<file path="src/rtl/llgi_pkg.sv">
// Package for the lat/lon grid cell indexer: commands, cell size tables,
// reciprocal tables and the job record that travels down the pipeline.
// No dependencies.
package llgi_pkg;

    typedef enum logic [1:0] {
        CMD_ENCODE    = 2'd0,
        CMD_DECODE    = 2'd1,
        CMD_NEIGHBORS = 2'd2,
        CMD_ADJACENT  = 2'd3
    } cmd_t;

    localparam int SIZE_W    = 26;
    localparam int WIDE_W    = 59;
    localparam int LAT_OFF_W = 31;
    localparam int LON_OFF_W = 32;
    localparam int QUOT_W    = 28;
    localparam int CLAT_W    = 56;
    localparam int CLON_W    = 57;
    localparam int ID_W      = 63;

    localparam logic [WIDE_W-1:0] LAT_HALF   = 59'd900000000;
    localparam logic [WIDE_W-1:0] LAT_SPAN   = 59'd1800000000;
    localparam logic [WIDE_W-1:0] LON_HALF   = 59'd1800000000;
    localparam logic [WIDE_W-1:0] LON_WIDE_P = 59'd3600000000;
    localparam logic [31:0]       LON_PERIOD = 32'd3600000000;
    localparam logic [34:0]       LON_P1     = 35'd3600000000;
    localparam logic [34:0]       LON_P2     = 35'd7200000000;

    // floor(2^56 / 3600000000), quotient estimate for the longitude fold
    localparam logic [24:0] FOLD_RECIP = 25'((64'd1 << 56) / 64'd3600000000);

    localparam logic [SIZE_W-1:0] CELL_SIZE [16] = '{
        26'd40000000, 26'd15000000, 26'd5000000, 26'd1700000,
        26'd600000,   26'd200000,   26'd70000,   26'd25000,
        26'd9000,     26'd15700,    26'd5500,    26'd2000,
        26'd700,      26'd250,      26'd90,      26'd30
    };

    // shift = 32 + floor(log2(size)), recip = floor(2^shift / size)
    localparam logic [5:0] DIV_SHIFT [16] = '{
        6'd57, 6'd55, 6'd54, 6'd52, 6'd51, 6'd49, 6'd48, 6'd46,
        6'd45, 6'd45, 6'd44, 6'd42, 6'd41, 6'd39, 6'd38, 6'd36
    };

    localparam logic [31:0] DIV_RECIP [16] = '{
        32'((64'd1 << 57) / 64'd40000000), 32'((64'd1 << 55) / 64'd15000000),
        32'((64'd1 << 54) / 64'd5000000),  32'((64'd1 << 52) / 64'd1700000),
        32'((64'd1 << 51) / 64'd600000),   32'((64'd1 << 49) / 64'd200000),
        32'((64'd1 << 48) / 64'd70000),    32'((64'd1 << 46) / 64'd25000),
        32'((64'd1 << 45) / 64'd9000),     32'((64'd1 << 45) / 64'd15700),
        32'((64'd1 << 44) / 64'd5500),     32'((64'd1 << 42) / 64'd2000),
        32'((64'd1 << 41) / 64'd700),      32'((64'd1 << 39) / 64'd250),
        32'((64'd1 << 38) / 64'd90),       32'((64'd1 << 36) / 64'd30)
    };

    typedef struct packed {
        cmd_t                     cmd;
        logic [3:0]               level;
        logic                     last;
        logic                     emit;
        logic                     ne;
        logic [63:0]              cell_b;
        logic signed [CLAT_W-1:0] clat;
        logic signed [CLON_W-1:0] clon;
    } job_t;

    typedef struct packed {
        logic signed [1:0] dy;
        logic signed [1:0] dx;
    } step_t;

    // neighbor offsets in row order, center skipped
    function automatic step_t nb_step(input logic [2:0] n);
        step_t s;
        unique case (n)
            3'd0: s = '{dy: -2'sd1, dx: -2'sd1};
            3'd1: s = '{dy: -2'sd1, dx:  2'sd0};
            3'd2: s = '{dy: -2'sd1, dx:  2'sd1};
            3'd3: s = '{dy:  2'sd0, dx: -2'sd1};
            3'd4: s = '{dy:  2'sd0, dx:  2'sd1};
            3'd5: s = '{dy:  2'sd1, dx: -2'sd1};
            3'd6: s = '{dy:  2'sd1, dx:  2'sd0};
            default: s = '{dy: 2'sd1, dx: 2'sd1};
        endcase
        return s;
    endfunction

endpackage

</file>
<file path="src/rtl/llgi_fold.sv">
// Longitude fold into one period: reciprocal quotient estimate, remainder
// and correction over five stages. Depends on llgi_pkg.
module llgi_fold
    import llgi_pkg::*;
(
    input  logic                 clk,
    input  logic                 rst_n,
    input  logic                 up_valid,
    output logic                 up_ready,
    input  job_t                 up_job,
    input  logic [LAT_OFF_W-1:0] up_lat_off,
    input  logic [WIDE_W-1:0]    up_lon_raw,
    output logic                 dn_valid,
    input  logic                 dn_ready,
    output job_t                 dn_job,
    output logic [LAT_OFF_W-1:0] dn_lat_off,
    output logic [LON_OFF_W-1:0] dn_lon_off
);

    logic [4:0] v_reg;
    logic [4:0] en;

    job_t                 job_reg [5];
    logic [LAT_OFF_W-1:0] a_reg [5];
    logic                 big_reg [4];
    logic [31:0]          s_reg [4];

    logic [55:0] d0_y_reg, d0_y_next;
    logic        d0_big_next;
    logic [31:0] d0_s_next;
    logic [56:0] d1_mulq_reg, d1_mulq_next;
    logic [34:0] d1_y_reg;
    logic [34:0] d2_prod_reg, d2_prod_next;
    logic [34:0] d2_y_reg;
    logic [34:0] d3_r_reg, d3_r_next;
    logic [31:0] d4_b_reg, d4_b_next;
    logic [24:0] qe;
    logic [34:0] rr;

    assign en[4] = !v_reg[4] || dn_ready;
    assign en[3] = !v_reg[3] || en[4];
    assign en[2] = !v_reg[2] || en[3];
    assign en[1] = !v_reg[1] || en[2];
    assign en[0] = !v_reg[0] || en[1];
    assign up_ready = en[0];

    always_comb
    begin
        d0_big_next = !up_lon_raw[WIDE_W-1] && (up_lon_raw > LON_WIDE_P);
        d0_y_next   = 56'(up_lon_raw - 59'd1);
        d0_s_next   = up_lon_raw[WIDE_W-1] ? 32'(up_lon_raw + LON_WIDE_P)
                                           : up_lon_raw[31:0];
        d1_mulq_next = d0_y_reg[55:24] * FOLD_RECIP;
        qe           = d1_mulq_reg[56:32];
        d2_prod_next = qe * LON_PERIOD;
        d3_r_next    = d2_y_reg - d2_prod_reg;
        if (d3_r_reg >= LON_P2)
            rr = d3_r_reg - LON_P2;
        else if (d3_r_reg >= LON_P1)
            rr = d3_r_reg - LON_P1;
        else
            rr = d3_r_reg;
        d4_b_next = big_reg[3] ? (rr[31:0] + 32'd1) : s_reg[3];
    end

    always_ff @(posedge clk or negedge rst_n)
    begin
        if (!rst_n)
            v_reg <= '0;
        else
        begin
            if (en[0]) v_reg[0] <= up_valid;
            if (en[1]) v_reg[1] <= v_reg[0];
            if (en[2]) v_reg[2] <= v_reg[1];
            if (en[3]) v_reg[3] <= v_reg[2];
            if (en[4]) v_reg[4] <= v_reg[3];
        end
    end

    always_ff @(posedge clk)
    begin
        if (en[0])
        begin
            job_reg[0] <= up_job;
            a_reg[0]   <= up_lat_off;
            big_reg[0] <= d0_big_next;
            s_reg[0]   <= d0_s_next;
            d0_y_reg   <= d0_y_next;
        end
        if (en[1])
        begin
            job_reg[1]  <= job_reg[0];
            a_reg[1]    <= a_reg[0];
            big_reg[1]  <= big_reg[0];
            s_reg[1]    <= s_reg[0];
            d1_mulq_reg <= d1_mulq_next;
            d1_y_reg    <= d0_y_reg[34:0];
        end
        if (en[2])
        begin
            job_reg[2]  <= job_reg[1];
            a_reg[2]    <= a_reg[1];
            big_reg[2]  <= big_reg[1];
            s_reg[2]    <= s_reg[1];
            d2_prod_reg <= d2_prod_next;
            d2_y_reg    <= d1_y_reg;
        end
        if (en[3])
        begin
            job_reg[3] <= job_reg[2];
            a_reg[3]   <= a_reg[2];
            big_reg[3] <= big_reg[2];
            s_reg[3]   <= s_reg[2];
            d3_r_reg   <= d3_r_next;
        end
        if (en[4])
        begin
            job_reg[4] <= job_reg[3];
            a_reg[4]   <= a_reg[3];
            d4_b_reg   <= d4_b_next;
        end
    end

    assign dn_valid   = v_reg[4];
    assign dn_job     = job_reg[4];
    assign dn_lat_off = a_reg[4];
    assign dn_lon_off = d4_b_reg;

endmodule

</file>
<file path="config.mk">
export PLATFORM = sky130hd
export DESIGN_NAME = llgi_fold
export DESIGN_NICKNAME = d
export VERILOG_FILES = /design/src/rtl/llgi_pkg.sv /design/src/rtl/llgi_fold.sv
export SDC_FILE = /design/constraint.sdc
export NUM_CORES = 2
export LEC_CHECK = 0
export BUFFER_PORTS_ARGS = -buffer_cell sky130_fd_sc_hd__buf_2
export CORE_MARGIN = 5
export CORE_UTILIZATION = 32
export CTS_CLUSTER_DIAMETER = 40
export CTS_CLUSTER_SIZE = 14
export DETAILED_ROUTE_END_ITERATION = 16
export GPL_TIMING_DRIVEN = 0
export PLACE_DENSITY = 0.52
export SKIP_CTS_REPAIR_TIMING = 1
export SLEW_MARGIN = 10
export SYNTH_ARGS = -nofsm -noshare
export SYNTH_HDL_FRONTEND = slang
export SYNTH_SLANG_ARGS = --single-unit
</file>
<file path="constraint.sdc">
create_clock -name clk -period 21.1 [get_ports clk]
set_input_delay 2.11 -clock clk [delete_from_list [all_inputs] [get_ports clk]]
set_output_delay 2.11 -clock clk [all_outputs]
set_load 0.05 [all_outputs]
</file>
==> run summary <==
Final Slew Violations = 0
initial antenna violation count = 80
largest cells by area after synthesis = edfxtp_1, fa_1, ha_1, inv_1, xnor2_1
core area = 209,000 sq um
DP Area = 74,100 sq um
CP Launch Type = register
Worst Path Arrival = 8.48 ns
largest net degree at the start of global routing = 89
Worst Path Max Fanout = 9
Slew HR = 36.4%
crit end category = register
FF+latch count, synth = 1,465
Syn Inst Count = 4,038
ys async rst share = 0.341%
top cells by count, synth = edfxtp_1, inv_1, ha_1, fa_1, xnor2_1
CTS Buf Count = 182
setup TNS = 0 ns
Starting DRT DRC Count = 1,899
area grow syn2layout = 20.1%
vias in the first global route = 34,900
Mapped Nets = 5,178
Post-synth EDFFs = 1,460
sequential fraction of the synthesis area = 65.6%
part of the cycle the worst path needs = 37.9%
Antenna Nets Post-Route = 0
chip width = 468 um
min cycle time layout = 7.99 ns
Clock Tree Root = clkbuf_16
RSZ-0062 raised after global routing = no
dpl hpwl = 121,000 um
clock latency on the worst-skew pair = 0.82 ns
DR DRC count = 0
Clock Path Buffers = 3
H-tree lvl count = 4
status = complete, no violations
Finish-stage setup viols = 0
most frequent cell after synthesis = edfxtp_1
vias per cell = 4.30
design area = 80,600 sq um
I/O pin cnt = 531
first-pass GRT wire length = 228,000 um
DRT Wirelength = 154,000 um
RD Place Congestion = 0.846
layout filler cell count = 19,400
die area = 219,000 sq um
clk slew on worst S/H paths = 0.06 ns
Hold Crit Class = reg -> reg
Cells after DPL = 7,409
syn_area_per_cell = 16.6 sq um
area share of the largest cell type after synthesis = 65.4%
CTS tree = done
layout cells sized above 1 = 19.2%
DR vias = 33,400
max_cap viols = 0
gr ovfl total = 0
YS warnings = 0
WL per Instance = 19.8 um
worst-margin pin slew = 0.948 ns
Synth area leader = edfxtp_1
die height = 468 um
WP data required = 21.59 ns
All-Layer GR Usage = 14.1%
Final Hold Viols = 0
# rows = 168
Syn Std Cell Area = 67,100 sq um
Nets = 5,928
CP Class = reg -> reg
Port Buffers = 516
initial core utilization = 32.1%
ys flop type = edfxtp_1
Pre-Repair DR Iteration Count = 5
flip-flop count of the largest register after layout = 930
final cell count without fillers = 7,775
fmax = 0.125 GHz
clk sinks = 1,465
Final Skew = 0.0677 ns
Cell variety after synth = 75
## path summary, 6_finish.rpt
kind	endpoint	cells past startpoint	slack, ns	start
max in group asynchronous	v_reg[3]	1	19.81	rst_n
worst min-delay path	job_reg[4][41]	0	0.35	job_reg[3][41]
min in group asynchronous	v_reg[1]	1	1.15	rst_n
worst min register to register	job_reg[4][41]	0	0.35	job_reg[3][41]
worst max-delay path	d1_mulq_reg[56]	22	13.11	d0_y_reg[45]
worst max register to register	d1_mulq_reg[56]	22	13.11	d0_y_reg[45]
## area by class of cell
cell class              instances  area (sq um)  area share [%]
clock inverters               135          1770            2.19
well taps                    2805          3510            4.36
plain buffers                  74           419           0.520
clock buffers                 198          4640            5.75
flip-flops and latches       1465         44000            54.6
inverters                     677          2550            3.16
multi-input cells            1822         20200            25.0
repair buffers                566          3460            4.30
diodes                         33          82.6           0.102
## cells in the final DEF (no fill, tap or decap), types with 14 or more instances in the layout
master and n:
fa_1 429, xnor2_1 130, buf_16 17, nor3_1 34
clkinv_2 15, buf_2 522, inv_6 32, edfxtp_1 1460
o21ai_0 47, clkinvlp_4 20, buf_6 26, o21bai_1 14
a21oi_1 83, and2_1 18, nand2b_1 20, o211ai_1 16
nand2_1 95, and3_1 17, nand3_1 46, diode_2 33
clkbuf_1 49, clkbuf_16 183, bufinv_16 18, inv_1 675
nor2_1 128, buf_4 33, a21o_1 28, ha_1 431
nor2b_1 14, xor2_1 89
## worst max-delay path, cell delays in order (launching register included)
cell and delay [ns]:
edfxtp_1 0.75, fa_1 0.60, fa_1 0.58, fa_1 0.45, fa_1 0.59, fa_1 0.45
fa_1 0.55, inv_1 0.05, fa_1 0.52, inv_1 0.04, ha_1 0.29, a21oi_1 0.06
o21ai_0 0.36, a2111oi_0 0.18, o2bb2ai_1 0.16, a311oi_1 0.79, a211o_1 0.27, nand2_1 0.12
o211a_1 0.28, nor3_1 0.25, or3_1 0.18, a21oi_1 0.08, xnor2_1 0.13
## per-layer routing
metal | vias up | GRT usage (%) | routed length [um]
li1 | 15700 | - | -
met1 | 16600 | 18.3 | 64300
met2 | 903 | 23.5 | 74600
met3 | 284 | 3.44 | 10600
met4 | 14 | 3.99 | 4520
met5 | - | 0 | 84
## cells by family after synthesis
logic type      synth area share [%]
simple gates                    3.30
fa+ha+maj                       20.8
flops                           65.6
buf+inv                         4.41
mux                            0.325
xor+xnor                        2.91
compound gates                  2.65
## stage by stage
stage	util, %	hold WS, ns	worst slack [ns]
after floorplan	-	0.400	0.898
after global placement	35.0	0.400	-13.30
after detailed placement	35.4	0.405	12.91
after CTS	38.5	0.344	12.94
after global routing	38.5	0.350	12.57
final	38.5	0.354	13.11
Power is not shown: default switching activity piles up to over one toggle a cycle in this logic, so the estimate is an artifact.
