<file path="src/rtl/llgi_pkg.sv">
// Package for the lat/lon grid cell indexer: commands, cell size tables,
// reciprocal tables and the job record that travels down the pipeline.
// No dependencies.
package llgi_pkg;

    typedef enum logic [1:0] {
        CMD_ENCODE    = 2'd0,
        CMD_DECODE    = 2'd1,
        CMD_NEIGHBORS = 2'd2,
        CMD_ADJACENT  = 2'd3
    } cmd_t;

    localparam int SIZE_W    = 26;
    localparam int WIDE_W    = 59;
    localparam int LAT_OFF_W = 31;
    localparam int LON_OFF_W = 32;
    localparam int QUOT_W    = 28;
    localparam int CLAT_W    = 56;
    localparam int CLON_W    = 57;
    localparam int ID_W      = 63;

    localparam logic [WIDE_W-1:0] LAT_HALF   = 59'd900000000;
    localparam logic [WIDE_W-1:0] LAT_SPAN   = 59'd1800000000;
    localparam logic [WIDE_W-1:0] LON_HALF   = 59'd1800000000;
    localparam logic [WIDE_W-1:0] LON_WIDE_P = 59'd3600000000;
    localparam logic [31:0]       LON_PERIOD = 32'd3600000000;
    localparam logic [34:0]       LON_P1     = 35'd3600000000;
    localparam logic [34:0]       LON_P2     = 35'd7200000000;

    // floor(2^56 / 3600000000), quotient estimate for the longitude fold
    localparam logic [24:0] FOLD_RECIP = 25'((64'd1 << 56) / 64'd3600000000);

    localparam logic [SIZE_W-1:0] CELL_SIZE [16] = '{
        26'd40000000, 26'd15000000, 26'd5000000, 26'd1700000,
        26'd600000,   26'd200000,   26'd70000,   26'd25000,
        26'd9000,     26'd15700,    26'd5500,    26'd2000,
        26'd700,      26'd250,      26'd90,      26'd30
    };

    // shift = 32 + floor(log2(size)), recip = floor(2^shift / size)
    localparam logic [5:0] DIV_SHIFT [16] = '{
        6'd57, 6'd55, 6'd54, 6'd52, 6'd51, 6'd49, 6'd48, 6'd46,
        6'd45, 6'd45, 6'd44, 6'd42, 6'd41, 6'd39, 6'd38, 6'd36
    };

    localparam logic [31:0] DIV_RECIP [16] = '{
        32'((64'd1 << 57) / 64'd40000000), 32'((64'd1 << 55) / 64'd15000000),
        32'((64'd1 << 54) / 64'd5000000),  32'((64'd1 << 52) / 64'd1700000),
        32'((64'd1 << 51) / 64'd600000),   32'((64'd1 << 49) / 64'd200000),
        32'((64'd1 << 48) / 64'd70000),    32'((64'd1 << 46) / 64'd25000),
        32'((64'd1 << 45) / 64'd9000),     32'((64'd1 << 45) / 64'd15700),
        32'((64'd1 << 44) / 64'd5500),     32'((64'd1 << 42) / 64'd2000),
        32'((64'd1 << 41) / 64'd700),      32'((64'd1 << 39) / 64'd250),
        32'((64'd1 << 38) / 64'd90),       32'((64'd1 << 36) / 64'd30)
    };

    typedef struct packed {
        cmd_t                     cmd;
        logic [3:0]               level;
        logic                     last;
        logic                     emit;
        logic                     ne;
        logic [63:0]              cell_b;
        logic signed [CLAT_W-1:0] clat;
        logic signed [CLON_W-1:0] clon;
    } job_t;

    typedef struct packed {
        logic signed [1:0] dy;
        logic signed [1:0] dx;
    } step_t;

    // neighbor offsets in row order, center skipped
    function automatic step_t nb_step(input logic [2:0] n);
        step_t s;
        unique case (n)
            3'd0: s = '{dy: -2'sd1, dx: -2'sd1};
            3'd1: s = '{dy: -2'sd1, dx:  2'sd0};
            3'd2: s = '{dy: -2'sd1, dx:  2'sd1};
            3'd3: s = '{dy:  2'sd0, dx: -2'sd1};
            3'd4: s = '{dy:  2'sd0, dx:  2'sd1};
            3'd5: s = '{dy:  2'sd1, dx: -2'sd1};
            3'd6: s = '{dy:  2'sd1, dx:  2'sd0};
            default: s = '{dy: 2'sd1, dx: 2'sd1};
        endcase
        return s;
    endfunction

endpackage

</file>
<file path="src/rtl/llgi_out.sv">
// Adjacency accumulation over the eight neighbor jobs and the output
// register with result field selection. Depends on llgi_pkg.
module llgi_out
    import llgi_pkg::*;
(
    input  logic                     clk,
    input  logic                     rst_n,
    input  logic                     up_valid,
    output logic                     up_ready,
    input  job_t                     up_job,
    input  logic [ID_W-1:0]          up_id,
    output logic                     dn_valid,
    input  logic                     dn_ready,
    output logic [ID_W-1:0]          dn_cell_id,
    output logic signed [CLAT_W-1:0] dn_clat,
    output logic signed [CLON_W-1:0] dn_clon,
    output logic [3:0]               dn_level,
    output logic                     dn_adjacent,
    output logic                     dn_last
);

    logic ov_reg, ov_next;
    logic acc_reg, acc_next;
    logic match, consume, load;

    cmd_t                     cmd_reg;
    logic [ID_W-1:0]          id_reg, id_next;
    logic signed [CLAT_W-1:0] clat_reg;
    logic signed [CLON_W-1:0] clon_reg;
    logic [3:0]               level_reg;
    logic                     adj_reg, adj_next;
    logic                     last_reg;

    always_comb
    begin
        up_ready = !ov_reg || dn_ready;
        consume  = up_valid && up_ready;
        load     = consume && up_job.emit;
        match    = acc_reg || ({1'b0, up_id} == up_job.cell_b);

        acc_next = acc_reg;
        if (consume && (up_job.cmd == CMD_ADJACENT))
            acc_next = up_job.last ? 1'b0 : match;

        ov_next = up_ready ? load : ov_reg;

        adj_next = (up_job.cmd == CMD_ADJACENT) && up_job.ne && match;
        id_next  = ((up_job.cmd == CMD_ENCODE) || (up_job.cmd == CMD_NEIGHBORS))
                 ? up_id : '0;
    end

    always_ff @(posedge clk or negedge rst_n)
    begin
        if (!rst_n)
        begin
            ov_reg  <= 1'b0;
            acc_reg <= 1'b0;
        end
        else
        begin
            ov_reg  <= ov_next;
            acc_reg <= acc_next;
        end
    end

    always_ff @(posedge clk)
    begin
        if (load)
        begin
            cmd_reg   <= up_job.cmd;
            id_reg    <= id_next;
            clat_reg  <= up_job.clat;
            clon_reg  <= up_job.clon;
            level_reg <= up_job.level;
            adj_reg   <= adj_next;
            last_reg  <= up_job.last;
        end
    end

    assign dn_valid    = ov_reg;
    assign dn_cell_id  = id_reg;
    assign dn_clat     = clat_reg;
    assign dn_clon     = clon_reg;
    assign dn_level    = level_reg;
    assign dn_adjacent = adj_reg;
    assign dn_last     = last_reg;

    a_single_last: assert property (@(posedge clk) disable iff (!rst_n)
        (ov_reg && (cmd_reg != CMD_NEIGHBORS)) |-> last_reg)
        else $error("single-result command without last");

    a_adj_only: assert property (@(posedge clk) disable iff (!rst_n)
        (ov_reg && (cmd_reg != CMD_ADJACENT)) |-> !adj_reg)
        else $error("adjacent flag on non-adjacency item");

    a_no_id: assert property (@(posedge clk) disable iff (!rst_n)
        (ov_reg && ((cmd_reg == CMD_DECODE) || (cmd_reg == CMD_ADJACENT)))
        |-> (id_reg == '0))
        else $error("cell id not cleared");

    a_acc_clear: assert property (@(posedge clk) disable iff (!rst_n)
        (consume && up_job.last) |=> !acc_reg)
        else $error("adjacency accumulator not cleared after group");

endmodule

</file>
<file path="config.mk">
export PLATFORM = sky130hd
export DESIGN_NAME = llgi_out
export DESIGN_NICKNAME = d
export VERILOG_FILES = /design/src/rtl/llgi_pkg.sv /design/src/rtl/llgi_out.sv
export SDC_FILE = /design/constraint.sdc
export NUM_CORES = 1
export LEC_CHECK = 0
export ABC_AREA = 1
export BUFFER_PORTS_ARGS = -buffer_cell sky130_fd_sc_hd__buf_2
export CORE_AREA = 4 4 167 169
export DETAILED_ROUTE_END_ITERATION = 10
export DIE_AREA = 0 0 171 173
export SKIP_CTS_REPAIR_TIMING = 1
export SLEW_MARGIN = 0
export SYNTH_ARGS = -nofsm -noshare
export SYNTH_HDL_FRONTEND = slang
export SYNTH_SLANG_ARGS = --single-unit
</file>
<file path="constraint.sdc">
create_clock -name clk -period 20.3 [get_ports clk]
set_input_delay 2.03 -clock clk [delete_from_list [all_inputs] [get_ports clk]]
set_output_delay 2.03 -clock clk [all_outputs]
set_load 0.01 [all_outputs]
</file>
==> key figures, run 1 <==
Setup path
  • Startpoint Class: input pin
  • Crit-path cells: buf_2, inv_1, nand2_1, buf_2
  • R2R Path End: dn_cell_id[2]
  • Critical path fanouts, max: 4
  • Most frequent CP cell: buf_2
  • Setup crit end kind: primary output
  • Crit path arrival time: 2410 ps
  • R2r startpoint: dn_valid
  • Reg2reg path depth: 4
  • Reg2Reg Setup Slack: 18240 ps
  • Slowest cell on the critical path: buf_2
  • Worst Setup SP: dn_ready
  • Crit path largest cell delay: 160 ps
  • CP Class: in -> out
  • Critical Path End: up_ready
  • Required time worst endpoint: 18270 ps

Clocking
  • Root buffer cell: clkbuf_16
  • Clk Latency, worst-skew pair: 420 ps
  • Clock-pin slew on the worst setup and hold paths: 70 ps
  • Total CTS buffers: 17
  • H-tree lvl count: 4
  • CTS tree: yes
  • Clk buf depth: 2
  • CTS sink cnt: 184

Drt
  • Avg WL per Cell: 16.2 um
  • DRC Markers: 0
  • Highest routed layer: met5
  • TritonRoute pass-1 iters: 5
  • DR WL met2: 12300 um
  • Met3 Wirelength: 2240 um
  • Post-Route M1 WL: 8330 um
  • DRT antenna net count: 0
  • Total wire length: 23200 um
  • Drt first-iter violations: 308
  • Vias: 5796
  • Vias/cell: 4.03

Timing
  • Clock Skew: 12.1 ps
  • Setup TNS: 0 ps
  • Worst-Margin Slew: 1190 ps
  • Final worst path period share: 0.219
  • Final Hold Vio Count: 0
  • Final Max Slew Viols: 0
  • PnR worst setup slack: 15860 ps
  • Max Clk Rate: 225 MHz
  • Worst rel slew slack: 0.208
  • RSZ-0062 raised after global routing: no
  • Minimum clock period: 4440 ps
  • Final setup viols: 0

Finish
  • Post-route insts no fill: 1437
  • NumNets Final: 1335
  • Layout Utilization: 0.393
  • Share of layout cells above drive strength 1: 0.430
  • FILL cells: 2692
  • Cell area after layout: 10400 um^2
  • Max reg flops: 63
  • Area delta synth->final: 44.1%

Floorplanning
  • Core box area: 26600 um^2
  • Row Count: 60
  • Die footprint: 29600 um^2
  • Die height: 173 um
  • Top Ports: 437
  • Initial core utilization: 0.272
  • Die width: 171 um

Placement
  • Post-DP HPWL: 18500 um
  • Port-buffer cells: 436
  • Dpl ws: 15870 ps
  • RD Place Congestion: 0.825
  • Area of placed instances: 9850 um^2
  • Post-Place Cells: 1404

Power
  • Sw power: 0.221 mW
  • Reg power frac: 0.513
  • Leakage Power: 5.18 nW
  • Logic pwr share: 0.103
  • Clk network pwr share: 0.384
  • Peak supply drop: 0.0383 mV
  • Switching share of total power: 0.256
  • Internal power: 0.641 mW
  • Pwr Density: 82.6 nW/um^2

Outcome
  • Status: finished, final reports clean

Synth
  • Mapped Area: 7240 um^2
  • Number of library cell types mapped by synthesis: 13
  • Mapped Nets: 885
  • Mapped Cells: 632
  • Post-Synthesis Mean Instance Area: 11.5 um^2
  • Yosys reg bits: 184
  • Register area share after synthesis: 0.762
  • YS warnings: 0

Global route
  • GRT Resource Usage Total: 0.149
  • Initial antenna violation count: 1
  • Largest net degree at the start of global routing: 183
  • Vias in the first global route: 5850
  • Grt ovf: 0
  • First-pass GRT wire length: 33100 um

Job
  • Maxcap violations: 0

Hold path
  • Min-Delay Path Class: reg -> reg
how the worst min path moves through the flow:
stage,from,endpoint,slack [ps],depth (start not counted)
final,acc_reg,acc_reg,540,2
after detailed placement,acc_reg,acc_reg,530,2
after CTS,acc_reg,acc_reg,540,2
after floorplan,acc_reg,acc_reg,510,2
after global routing,acc_reg,acc_reg,590,2
after global placement,acc_reg,acc_reg,520,2
kinds of logic (layout without fill, tap and decap cells):
kind of cell / count (synthesis) / in the layout / share of synthesized area
buffers and inverters: 132 / 595 / 0.0695
DFF: 184 / 184 / 0.762
xor gates and xnor gates: 4 / 4 / 0.00484
other: 0 / 1 / 0
muxes: 1 / 1 / 0.00156
and+or+nand+nor: 308 / 308 / 0.160
AOI/OAI and AO/OA: 3 / 3 / 0.00207
cells in the mapped netlist (all sizes together):
| cell | n | share of area |
|---|---|---|
| nand4 | 1 | 0.00086 |
| inv | 125 | 0.065 |
| nor2 | 106 | 0.055 |
| buf | 6 | 0.0041 |
| clkbuf | 1 | 0.00052 |
| o21ai | 1 | 0.00069 |
| nand2 | 200 | 0.10 |
| mux2 | 1 | 0.0016 |
| edfxtp | 182 | 0.75 |
| xor2 | 4 | 0.0048 |
| nand3 | 1 | 0.00069 |
| a21oi | 2 | 0.0014 |
| dfrtp | 2 | 0.0069 |
layout by cell type, fill, tap and decap left out, drive strengths merged, types with 2 or more instances in the layout:
master  count
inv       132
nor2      106
xor2        4
clkbuf     17
dfrtp       2
a21oi       2
clkinv      8
edfxtp    182
nand2     200
buf       438
through the flow:
stage | hold WS (ps) | power (mW)
6_report | 536 | 0.862
5_1_grt | 590 | 0.904
4_1_cts | 540 | 0.875
3_5_place_dp | 530 | 0.542
3_3_place_gp | 521 | 0.539
2_1_floorplan | 505 | 0.493
worst max-delay path, delay by kind of cell:
kind | cells | cell delay (ps)
buffers and inverters | 3 | 290
and+or+nand+nor | 1 | 90
routing by layer:
metal  track usage  vias to the layer above
met3        0.0524                       20
met4        0.0399                        4
met5             0                        -
met2         0.279                      274
li1              -                     2874
met1         0.158                     2624
final cells by class:
class / instances / area [um^2] / area share
diodes: 1 / 2.50 / 0.000240
well taps: 341 / 427 / 0.0409
multi-input cells: 316 / 1230 / 0.118
clock buffers: 17 / 425 / 0.0408
flip-flops and latches: 184 / 5520 / 0.529
repair buffers: 438 / 2210 / 0.212
inverters: 125 / 469 / 0.0450
clock inverters: 15 / 158 / 0.0151
power by group through the flow:
stage | clock, mW | combinational, mW | sequential [mW]
finish | 0.331 | 0.0886 | 0.442
global route | 0.361 | 0.0998 | 0.444
CTS | 0.342 | 0.0907 | 0.442
detailed placement | 0 | 0.0907 | 0.451
global placement | 0 | 0.0889 | 0.450
floorplan | 0 | 0.0278 | 0.465
(Power assumes the default switching activity.)
==> run 2: changes to the inputs <==
Settings changed: CORE_AREA 4 4 167 169 to 4 4 170 172, DIE_AREA 0 0 171 173 to 0 0 174 176.
Clock period 20.3 ns to 4.15 ns, I/O delays scaled along.
==> run 2 against run 1 <==
Utilization fell by 1.0 points. Non-clock buffer count grew 2. Routed wire length shrank 1.1%. Critical path depth did not move. Register-to-register slack got worse by 16000 ps. Total power grew to 4.9 times the previous value. First-iteration DRC count shrank 16%. Via count up 0.47%. Sequential share of layout area decreased by 0.35 points. Die area grew 3.5%. Global-route usage fell by 0.63 points. Combinational power increased to 4.9 times the previous value. Largest cell class unchanged. Highest routed layer is now met4.
==> key figures, run 2 (synthesized netlist as in run 1, its figures left out) <==
Outcome
  • Status: finished, final reports clean

Drt
  • Vias/cell: 4.02
  • Highest routed layer: met4
  • DRC Markers: 0
  • Vias: 5823
  • Avg WL per Cell: 15.9 um
  • TritonRoute pass-1 iters: 4
  • DRT antenna net count: 0
  • DR WL met2: 12400 um
  • Drt first-iter violations: 259
  • Total wire length: 23000 um
  • Met3 Wirelength: 1840 um
  • Post-Route M1 WL: 8520 um

Finish
  • Area delta synth->final: 45.1%
  • Layout Utilization: 0.382
  • NumNets Final: 1337
  • Commonest non-fill, non-tap cell in the layout: buf_2
  • Max reg flops: 63
  • Share of layout cells above drive strength 1: 0.430
  • Commonest cells after routing, fill and taps aside: buf_2 (436), nand2_1 (200), edfxtp_1 (182), inv_1 (125), nor2_1 (105)
  • Post-route insts no fill: 1448

Global route
  • Largest net degree at the start of global routing: 94
  • Initial antenna violation count: 4
  • GRT Resource Usage Total: 0.143
  • Grt ovf: 0
  • Vias in the first global route: 5835
  • First-pass GRT wire length: 33000 um

Job
  • Maxcap violations: 0

Placement
  • Port-buffer cells: 436
  • RD Place Congestion: 0.805
  • Post-DP HPWL: 18600 um
  • Post-Place Cells: 1410

Timing
  • Setup TNS: 0 ps
  • Final Hold Vio Count: 0
  • Minimum clock period: 1710 ps
  • RSZ-0062 raised after global routing: no
  • Worst-Margin Slew: 745 ps
  • Max Clk Rate: 584 MHz
  • Final worst path period share: 0.413
  • Final setup viols: 0
  • Clock Skew: 9.77 ps
  • Final Max Slew Viols: 0
  • Worst rel slew slack: 0.504

Setup path
  • Required time worst endpoint: 4210 ps
  • R2r startpoint: dn_valid
  • Crit path arrival time: 1770 ps
  • Worst Setup SP: dn_valid
  • Setup crit end kind: flip-flop
  • Critical path fanouts, max: 93
  • Startpoint Class: flip-flop
  • CP Class: reg -> reg

Hold path
  • Min-delay src: up_job[80]
  • Min-Delay Path Class: in -> reg

Floorplanning
  • Top Ports: 437
  • Die width: 174 um
  • Initial core utilization: 0.263
  • Core box area: 27500 um^2
  • Die footprint: 30600 um^2
  • Die height: 176 um
  • Row Count: 61

Clocking
  • Clk buf depth: 2
  • CTS tree: yes
  • Clock-pin slew on the worst setup and hold paths: 90 ps
  • Root buffer cell: clkbuf_16
  • H-tree lvl count: 4
  • Total CTS buffers: 17
  • Clk Latency, worst-skew pair: 430 ps
  • CTS sink cnt: 184

Power
  • Pwr Density: 405 nW/um^2
  • Leakage Power: 5.20 nW
  • Peak supply drop: 0.226 mV
[run 2: cell count changes in the layout (fill, tap and decap cells not counted), moves of 2 or more]
cell,before,now
diode_2,1,5
clkinv_8,2,5
clkinv_4,4,2
inv_6,1,4
inv_8,5,1
[run 2: power breakdown]
part | switching [mW] | internal, mW | leakage [nW]
clock | 0.837 | 0.824 | 0.292
sequential | 0.0204 | 2.14 | 1.73
combinational | 0.251 | 0.185 | 3.17
total | 1.11 | 3.15 | 5.20
[run 2: worst paths after layout]
check	to	slack, ps	depth (start not counted)
max	dn_clat[43]	2440	4
min	dn_clat[23]	150	1
max reg2reg	dn_clat[43]	2440	4
min reg2reg	acc_reg	540	2
max in group asynchronous	acc_reg	3750	2
min in group asynchronous	dn_valid	300	2
[run 2: cell type report]
class / count / area [um^2]
antenna: 5 / 12.5
inverter: 125 / 469
clock inverter: 14 / 178
clock buffer: 18 / 429
timing repair buffer: 440 / 2240
sequential: 184 / 5520
tap: 346 / 433
fill: 2747 / 17000
multi-input combinational: 316 / 1230
[run 2: through the flow]
| step | worst slack [ps] | hold WS [ps] | cell area, um^2 | power, mW |
|---|---|---|---|---|
| after floorplan | 338 | 119 | 7250 | 2.39 |
| final | 2440 | 152 | 10500 | 4.26 |
| after CTS | 2430 | -258 | 10500 | 4.32 |
| after detailed placement | 2180 | 214 | 9880 | 2.65 |
| after global routing | 2340 | 118 | 10500 | 4.46 |
| after global placement | 2240 | 214 | 9880 | 2.64 |
[run 2: critical path, stage by stage (launching register included)]
cell	delay, ps
dfrtp_1	390
nand2_1	120
nand2_1	110
nor2_4	220
buf_12	380
[run 2: routing by layer]
metal,up-vias,track usage
met4,0,0.0353
met1,2667,0.155
met5,-,0
li1,2883,-
met2,263,0.269
met3,10,0.0493
==> run 3: changes to the inputs <==
Clock period 4.15 ns to 1.7 ns, I/O delays scaled along.
==> run 3 against run 2 <==
Register-to-register slack lost 2300 ps. Clock skew up 6.3 ps. Count of clock-buffer cells in the layout fell by 1. Critical path depth rose by 1. Total power increased by 150%. Final area grew 12%. Cell count grew 8.6%. Die area unchanged. Sequential share of layout area decreased by 5.8 points.
==> key figures, run 3 (synthesized netlist as in run 1, its figures left out) <==
Outcome
  • Status: finished, final reports clean

Drt
  • Vias/cell: 4.02
  • Met3 Wirelength: 1810 um
  • DR WL met2: 13000 um
  • Vias: 6319
  • Avg WL per Cell: 15.6 um
  • Drt first-iter violations: 207
  • TritonRoute pass-1 iters: 6
  • DRC Markers: 0
  • Highest routed layer: met5
  • DRT antenna net count: 0
  • Total wire length: 24500 um
  • Post-Route M1 WL: 9330 um

Setup path
  • Worst Setup SP: dn_valid
  • Startpoint Class: flip-flop
  • Setup crit end kind: flip-flop
  • Critical path fanouts, max: 34
  • Crit path arrival time: 1640 ps
  • Required time worst endpoint: 1830 ps
  • R2r startpoint: dn_valid
  • CP Class: reg -> reg

Finish
  • Commonest cells after routing, fill and taps aside: buf_2 (436), nand2_1 (198), edfxtp_1 (182), inv_1 (125), dlygate4sd3_1 (119)
  • Share of layout cells above drive strength 1: 0.396
  • Commonest non-fill, non-tap cell in the layout: buf_2
  • Layout Utilization: 0.429
  • NumNets Final: 1466
  • Max reg flops: 63
  • Area delta synth->final: 63.0%

Clocking
  • CTS sink cnt: 184
  • CTS tree: yes
  • Total CTS buffers: 17
  • H-tree lvl count: 4
  • Clk Latency, worst-skew pair: 430 ps
  • Root buffer cell: clkbuf_16
  • Clock-pin slew on the worst setup and hold paths: 70 ps
  • Clk buf depth: 2

Timing
  • Final Hold Vio Count: 0
  • Worst-Margin Slew: 385 ps
  • Final Max Slew Viols: 0
  • WHS: 55.5 ps
  • Max Clk Rate: 660 MHz
  • Final worst path period share: 0.891
  • Minimum clock period: 1520 ps
  • RSZ-0062 raised after global routing: no
  • Final setup viols: 0
  • Worst rel slew slack: 0.742
  • Clock Skew: 16.1 ps

Placement
  • RD Place Congestion: 0.800
  • Post-DP HPWL: 19500 um
  • Port-buffer cells: 436

Power
  • Peak supply drop: 0.520 mV
  • Leakage Power: 5.75 nW
  • Power consumption: 10.6 mW
  • Pwr Density: 896 nW/um^2

Global route
  • GRT Resource Usage Total: 0.146
  • Grt ovf: 0
  • Largest net degree at the start of global routing: 36
  • First-pass GRT wire length: 33500 um
  • Vias in the first global route: 5917
  • Initial antenna violation count: 4

Floorplanning
  • Initial core utilization: 0.263
  • Core box area: 27500 um^2
  • Die height: 176 um
  • Top Ports: 437
  • Die footprint: 30600 um^2
  • Row Count: 61
  • Die width: 174 um

Job
  • Maxcap violations: 0

Hold path
  • Min-Delay Path Class: in -> async
-- run 3: per-layer routing --
| layer | GRT usage | up-vias |
|---|---|---|
| li1 | - | 3141 |
| met1 | 0.159 | 2859 |
| met2 | 0.268 | 285 |
| met3 | 0.0557 | 30 |
| met4 | 0.0396 | 4 |
| met5 | 0 | - |
-- run 3: path summary, 6_finish.rpt --
check / end / slack, ps / depth (start not counted)
worst max-delay path: dn_clon[49] / 180 / 5
worst min-delay path: dn_valid / 60 / 2
worst max register to register: dn_clon[49] / 180 / 5
worst min register to register: acc_reg / 540 / 2
max in group asynchronous: acc_reg / 1540 / 2
min in group clk: dn_cell_id[59] / 60 / 3
-- run 3: where the power goes --
group | total, mW | internal, mW | leakage, nW | switching [mW]
clock network | 3.94 | 1.97 | 0.281 | 1.97
logic | 1.35 | 0.666 | 3.74 | 0.683
registers | 5.28 | 5.23 | 1.73 | 0.0524
-- run 3: final cells by class --
type / instances / area (um^2)
antenna: 2 / 5.00
clock buffer: 17 / 425
clock inverter: 14 / 151
fill: 2627 / 15700
inverter: 125 / 469
multi-input combinational: 316 / 1230
sequential: 184 / 5520
tap: 346 / 433
timing repair buffer: 569 / 3570
-- run 3: through the flow --
step	TNS, ps	worst slack, ps	cell area [um^2]	cells
floorplan	-368200	-2020	7250	632
global placement	0	225	10000	1421
detailed placement	0	177	10000	1421
CTS	0	166	10600	1452
global route	0	102	11800	1573
finish	0	184	11800	1573
-- run 3: worst max-delay path: stages (launching register included) --
cell and delay, ps:
dfrtp_1 390, nand2_2 90, nand2_2 70, nor2_4 160, buf_12 230, buf_4 230
